===== src/design/gcdb_pkg.sv =====
// ----------------------------------------------------------------------------
// gcdb_pkg
// Shared widths, fixed-point constants, pipeline latencies and the CORDIC
// arctangent table for the great-circle distance and bearing block.
// ----------------------------------------------------------------------------
package gcdb_pkg;

  // Number of CORDIC micro-rotations, one pipeline stage each.
  localparam int CORDIC_STEPS = 30;

  // Signed width of the CORDIC datapaths (x, y and angle).
  localparam int CW = 36;

  // Width of the sine and cosine leaving the rotation units.
  localparam int SCW = 33;

  // Angle constants in units of 1e-7 degree.
  localparam logic signed [33:0] FULL_TURN_U    = 34'sd3600000000;
  localparam logic signed [33:0] HALF_TURN_U    = 34'sd1800000000;
  localparam logic signed [33:0] QUARTER_TURN_U = 34'sd900000000;

  // Fixed-point constants, Q30 unless stated.
  localparam logic [31:0] PI_Q30 = 32'd3373259426;
  localparam logic signed [CW-1:0] HALF_PI_Q30 = 36'sd1686629713;
  localparam logic signed [CW-1:0] TWO_PI_Q30  = 36'sd6746518852;
  localparam logic signed [CW-1:0] CORDIC_GAIN_Q30 = 36'sd652032874;
  localparam logic signed [63:0] ONE_Q60 = 64'sh1000_0000_0000_0000;
  localparam logic [25:0] DIST_MAX = 26'h3FF_FFFF;

  // Divisor and rounding offset of the degree to radian conversion.
  localparam logic [31:0] HALF_TURN_DIV = 32'd1800000000;
  localparam logic [31:0] HALF_TURN_RND = 32'd900000000;

  // Reciprocal estimate floor(PI_Q30 * 2^32 / 1.8e9) for the conversion.
  localparam logic [63:0] RECIP_FULL = {PI_Q30, 32'd0} / 64'd1800000000;
  localparam logic [32:0] RECIP = RECIP_FULL[32:0];

  // Default sphere radius in metres.
  localparam logic [23:0] RADIUS_RESET = 24'd6371000;

  // Pipeline latencies of the sub-units and of the whole block.
  localparam int SC_LAT  = CORDIC_STEPS + 4;
  localparam int ISQ_LAT = 31;
  localparam int AT_LAT  = CORDIC_STEPS + 2;
  localparam int TOT_LAT = SC_LAT + ISQ_LAT + AT_LAT + 6;

  // atan(2^-i) in Q30 radians.
  function automatic logic [29:0] atan_q30(input int idx);
    logic [29:0] v;
    case (idx)
      0:  v = 30'd843314856;
      1:  v = 30'd497837829;
      2:  v = 30'd263043836;
      3:  v = 30'd133525158;
      4:  v = 30'd67021686;
      5:  v = 30'd33543515;
      6:  v = 30'd16775850;
      7:  v = 30'd8388437;
      8:  v = 30'd4194282;
      9:  v = 30'd2097149;
      10: v = 30'd1048575;
      11: v = 30'd524287;
      12: v = 30'd262143;
      13: v = 30'd131071;
      14: v = 30'd65535;
      15: v = 30'd32767;
      16: v = 30'd16383;
      17: v = 30'd8191;
      18: v = 30'd4095;
      19: v = 30'd2047;
      20: v = 30'd1023;
      21: v = 30'd511;
      22: v = 30'd255;
      23: v = 30'd127;
      24: v = 30'd63;
      25: v = 30'd31;
      26: v = 30'd15;
      27: v = 30'd8;
      28: v = 30'd4;
      29: v = 30'd2;
      30: v = 30'd1;
      default: v = 30'd0;
    endcase
    return v;
  endfunction

endpackage


===== src/design/gcdb_isqrt.sv =====
// ----------------------------------------------------------------------------
// gcdb_isqrt
// Pipelined floor square root of a 62-bit value, one result bit per stage.
// ----------------------------------------------------------------------------
module gcdb_isqrt (
  input  logic        clk,
  input  logic        en,
  input  logic [61:0] val,
  output logic [31:0] root
);

  localparam int S = gcdb_pkg::ISQ_LAT;

  logic [62:0] rv [0:S];
  logic [62:0] rr [0:S];

  assign rv[0] = 63'(val);
  assign rr[0] = '0;

  for (genvar k = 0; k < S; k++) begin : g_step
    localparam logic [62:0] B = 63'(1) << (60 - 2 * k);
    always_ff @(posedge clk) begin
      if (en) begin
        if (rv[k] >= rr[k] + B) begin
          rv[k+1] <= rv[k] - (rr[k] + B);
          rr[k+1] <= (rr[k] >> 1) + B;
        end else begin
          rv[k+1] <= rv[k];
          rr[k+1] <= rr[k] >> 1;
        end
      end
    end
  end

  assign root = rr[S][31:0];

endmodule


===== config.mk =====
export PLATFORM = sky130hd
export DESIGN_NAME = gcdb_isqrt
export DESIGN_NICKNAME = d
export VERILOG_FILES = /design/src/design/gcdb_pkg.sv /design/src/design/gcdb_isqrt.sv
export SDC_FILE = /design/constraint.sdc
export NUM_CORES = 2
export LEC_CHECK = 0
export BUFFER_PORTS_ARGS = -buffer_cell sky130_fd_sc_hd__buf_2
export CAP_MARGIN = 40
export CORE_ASPECT_RATIO = 0.75
export CORE_UTILIZATION = 60
export CTS_BUF_LIST = sky130_fd_sc_hd__clkbuf_2
export CTS_CLUSTER_DIAMETER = 150
export DETAILED_ROUTE_END_ITERATION = 8
export PLACE_DENSITY = 0.79
export SLEW_MARGIN = 20
export SYNTH_ARGS = -nofsm -noshare
export SYNTH_HDL_FRONTEND = slang
export SYNTH_SLANG_ARGS = --single-unit

===== constraint.sdc =====
create_clock -name clk -period 3.75 [get_ports clk]
set_input_delay 0.5625 -clock clk [delete_from_list [all_inputs] [get_ports clk]]
set_output_delay 0.5625 -clock clk [all_outputs]
set_load 0.05 [all_outputs]

## Word level (Yosys, flattened, before mapping)

Index checks and enable logic that the tools add are counted.

| storage, ports and cells | value |
|---|---|
| bits in registers | 3812 |
| bits of input ports | 64 |
| output and inout bits | 32 |
| word-level logic and storage cells | 273 |

| operators by class | value |
|---|---|
| $add $sub $neg | 90 |
| order comparisons | 31 |
| muxes and demuxes | 61 |

Operators by type and width:

| operator | count |
|---|---|
| $ge A63 B63 Y1 | 30 |
| $mux W62 | 30 |
| $mux W63 | 29 |
| $sub A63 B63 Y63 | 29 |
| $add A62 B11 Y63 const B | 1 |
| $add A62 B13 Y63 const B | 1 |
| $add A62 B15 Y63 const B | 1 |
| $add A62 B17 Y63 const B | 1 |
| $add A62 B19 Y63 const B | 1 |
| $add A62 B21 Y63 const B | 1 |
| $add A62 B23 Y63 const B | 1 |
| $add A62 B25 Y63 const B | 1 |
| $add A62 B27 Y63 const B | 1 |
| $add A62 B29 Y63 const B | 1 |
| $add A62 B3 Y63 const B | 1 |
| $add A62 B31 Y63 const B | 1 |
| $add A62 B33 Y63 const B | 1 |
| $add A62 B35 Y63 const B | 1 |
| $add A62 B37 Y63 const B | 1 |
| $add A62 B39 Y63 const B | 1 |
| $add A62 B41 Y63 const B | 1 |
| $add A62 B43 Y63 const B | 1 |
| $add A62 B45 Y63 const B | 1 |
| $add A62 B47 Y63 const B | 1 |
| other kinds (44) | 44 |

## Depth between registers and ports, before layout

| depth | value |
|---|---|
| depth in word-level cells | 3 |
| mapped depth | 15 |

## Worst setup path before layout

Ideal clock, no wire load.

| path | value |
|---|---|
| path kind | flip-flop to flip-flop |
| start point | reg rv[721] (netlist name) |
| end point | reg rv[690] (netlist name) (data pin) |
| setup time | 271 ps |
| arrival time | 3219 ps |
| required time | 3479 ps |
| path slack | 260 ps |
| cell stages (with the launch flop) | 13 |
| path through | edfxtp_1 > ha_1 > a21o_1 > a21o_1 > a21o_1 > a21o_1 > a31o_2 > a311oi_1 > o21ai_0 > or4b_1 > clkbuf_1 > nor4_1 > xor2_1 |

| between the ends | value |
|---|---|
| cells in the longest elaborated chain, start to end | 2 |
| elaborated cells on any way between the ends | 3 |
| classes of those cells | add/sub (1); order compare (1); mux (1) |

RTL lines:

| what | RTL line | RTL |
|---|---|---|
| start: declaration | gcdb_isqrt.sv:14 | `logic [62:0] rv [0:S];` |
| start signal: indexed assignment | gcdb_isqrt.sv:25 | `rv[k+1] <= rv[k] - (rr[k] + B);` |
| start signal: indexed assignment | gcdb_isqrt.sv:28 | `rv[k+1] <= rv[k];` |
| $sub A63 B63 Y63 / $ge A63 B63 Y1 (equally long branches) | gcdb_isqrt.sv:25, gcdb_isqrt.sv:24 |  |
| $mux W63 * | gcdb_isqrt.sv:24 | `if (rv[k] >= rr[k] + B) begin` |

Every way passes the cells marked *; elsewhere a longest branch is shown, timed or not.
A chain may end at the register's enable or synchronous reset.

## Final worst setup path

| path | value |
|---|---|
| start point | reg rr[391] (netlist name) |
| end point | reg rv[367] (netlist name) (data pin) |

| between the ends | value |
|---|---|
| cells in the longest elaborated chain, start to end | 3 |
| elaborated cells on any way between the ends | 4 |
| classes of those cells | add/sub (2); order compare (1); mux (1) |

RTL lines:

| what | RTL line | RTL |
|---|---|---|
| start: declaration | gcdb_isqrt.sv:15 | `logic [62:0] rr [0:S];` |
| start signal: indexed assignment | gcdb_isqrt.sv:26 | `rr[k+1] <= (rr[k] >> 1) + B;` |
| start signal: indexed assignment | gcdb_isqrt.sv:29 | `rr[k+1] <= rr[k] >> 1;` |
| $add A63 B11 Y63 * | gcdb_isqrt.sv:24, gcdb_isqrt.sv:25 |  |
| $sub A63 B63 Y63 / $ge A63 B63 Y1 (equally long branches) | gcdb_isqrt.sv:25, gcdb_isqrt.sv:24 |  |
| $mux W63 * | gcdb_isqrt.sv:24 |  |

Marked as above.

==> results.txt <==
status: completed
layout filler cell count: 13,336
Seq/Total Area, Yosys: 0.626
Hold WC Path Type: in2reg
fin cells: 12,991
Buf+Inv Stages, Crit Path: 2
crit-path cells: inv_1 -> ha_1 -> nor4b_2 -> nand4_1 -> nor3_4 -> and4b_1 -> a211oi_2 -> o21a_1 -> buf_4 -> a211o_1 -> o41ai_2 -> o21ai_0
max_cap viols: 0
CORE AREA: 189,000 sq um
FF+latch count, synth: 2,386
peak supply drop: 441 uV
antenna violation net count after detailed routing: 0
post-DP HPWL: 220,000 um
vias: 80,638
CTS tree: built
largest net degree at the start of global routing: 165
full die area: 192,000 sq um
Inserted Clock Buffers: 558
IO Port Bufs: 94
CTS clk-pin slew, worst paths: 0.13 ns
Worst-Skew Late Latency: 1.72 ns
dpl cell area: 121,000 sq um
Synth Warn #: 0
I/O Pins: 96
Max Root-Sink Buffers: 4
die height: 380 um
initial antenna violation count: 12
Fin Setup TNS: 0 ns
Met2 Wirelength: 123,000 um
critical path's top delay family: compound AO/OA/AOI/OAI gates
Rows: 138
Post-synth ARST share: 0
Main synth FF type: edfxtp_1
1st-iter DRT viols: 10,242
minimum clock period after layout: 3.71 ns
Rel. slew slack: 0.365
layout cells sized above 1: 0.155
vias per cell: 6.21
Mapped Nets: 9,667
global-route wire length before repair: 458,000 um
Initial Utilization: 0.605
RSZ-0062 raised after global routing: yes
power per cell area: 563 nW/um^2
final WL: 306,000 um
final hold vios: 0
CP Capture Type: flip-flop
highest routed layer: met5
vias in the first global route: 76,512
Yosys top cell area share: 0.626
EDFF count, synth: 2,386
Die Width: 506 um
Routed WL per cell: 23.6 um
endpoints failing setup: 0
crit path max fanout: 15
Mapped Avg Cell Area: 12.6 sq um
Synth top cells by count: edfxtp_1, inv_1, nor2_1
Least-Margin Pin Slew: 0.952 ns
Area Overhead vs Synth: 11.6%
# placed instances: 11,894
Slew Limit Fails: 0
met3 wire length: 40,500 um
CTS root buf: clkbuf_2
Final Net Count: 10,686
startpoint types: flip-flop
Residual DRC: 0
cell area after synthesis: 114,000 sq um
most frequent cell after synthesis: edfxtp_1
gp weighted congestion: 0.959
Finished Cell Area: 128,000 sq um
CP Data Required Time: 5.04 ns
Netlist cell types: 97
met1 wire length: 135,000 um
gr usage total: 0.313
H-tree depth: 6
crit share post-route: 0.990
kind of critical path: reg2reg
area leader, netlist: edfxtp_1
CP peak stage delay: 0.46 ns
main area contributors after synthesis: edfxtp_1, ha_1, xnor2_1
drt pass-1 iters: 7
Post-Synthesis Cells: 9,078
GR Overflow Total: 0
Worst path slowest cell: edfxtp_1
Sink Count: 2,386
Final Skew: 0.187 ns
achievable clock frequency: 269 MHz
critical path arrival: 5.01 ns
Leakage: 49.7 nW
## worst min-delay path, stage by stage
cell,delay [ns]
dlygate4sd3_1,0.52
buf_2,0.11
dlygate4sd3_1,0.54
## kinds of logic after synthesis
kind of cell / Yosys count / synth area share
flops: 2386 / 0.626
xor+xnor: 848 / 0.0649
simple gates: 2678 / 0.122
fa+ha+maj: 525 / 0.0574
compound gates: 1705 / 0.0917
buf+inv: 843 / 0.0291
mux: 92 / 0.00886
other cells: 1 / 0.0000328
## per-stage QoR
| step | hold WS (ns) | setup WS [ns] | power (W) | util |
|---|---|---|---|---|
| after global routing | 0.00106 | -0.0243 | 0.0752 | 0.675 |
| after global placement | 0.427 | -0.370 | 0.0541 | 0.637 |
| final | 0.137 | 0.0359 | 0.0719 | 0.675 |
| after floorplan | 0.417 | 0.260 | 0.0474 | - |
| after CTS | 0.000363 | 0.000385 | 0.0711 | 0.671 |
| after detailed placement | 0.427 | -0.338 | 0.0545 | 0.637 |
## path summary, 6_finish.rpt
path | start | end | slack, ns | cells after the start
worst max-delay path | rr[391] | rv[367] | 0.04 | 12
worst min-delay path | val[21] | rv[1911] | 0.14 | 3
worst max register to register | rr[391] | rv[367] | 0.04 | 12
worst min register to register | rr[717] | rr[653] | 0.38 | 0
## power by group
| group | total (W) | switching [W] | internal (W) |
|---|---|---|---|
| combinational | 0.0182 | 0.0106 | 0.00753 |
| clock | 0.0167 | 0.0105 | 0.00624 |
| sequential | 0.0370 | 0.00325 | 0.0337 |
| total | 0.0719 | 0.0244 | 0.0475 |
## timing repair
item,4_1_cts,5_1_grt
pin swaps,2,21
hold endpoints to repair,2435,0
endpoints found under the setup margin,46,300
buffers inserted,2,22
hold buffers,134,0
cloned,1,1
resized for setup,16,131
## placed cells by master (no fill, tap or decap), types with 132 or more instances in the layout
cell,instances
a21o_1,218
a21oi_1,598
buf_4,391
clkbuf_2,794
dlygate4sd3_1,132
edfxtp_1,2386
ha_1,521
inv_1,640
nand2_1,540
nand3_1,156
nand4_1,138
nor2_1,607
nor3_1,260
nor4_1,304
o21ai_0,390
xnor2_1,433
xor2_1,414
## sequential cells by signal, summed over array words and instances, names as in the netlist
register and count:
rv 1890, root 31, rr 465
## routing by layer
layer  up-vias  track usage
met5         -            0
met4         2       0.0858
met3       578       0.0924
met2      4813        0.425
met1     38958        0.485
li1      36287            -
## layout make-up
type / instances / area (sq um) / share of cell area
sequential: 2386 / 71600 / 0.561
multi-input combinational: 5849 / 40200 / 0.315
timing repair buffer: 658 / 5440 / 0.0426
clock buffer: 790 / 3950 / 0.0310
tap: 2520 / 3150 / 0.0247
inverter: 644 / 2420 / 0.0190
clock inverter: 133 / 825 / 0.00646
antenna: 11 / 27.5 / 0.000216
(Power assumes the default switching activity.)
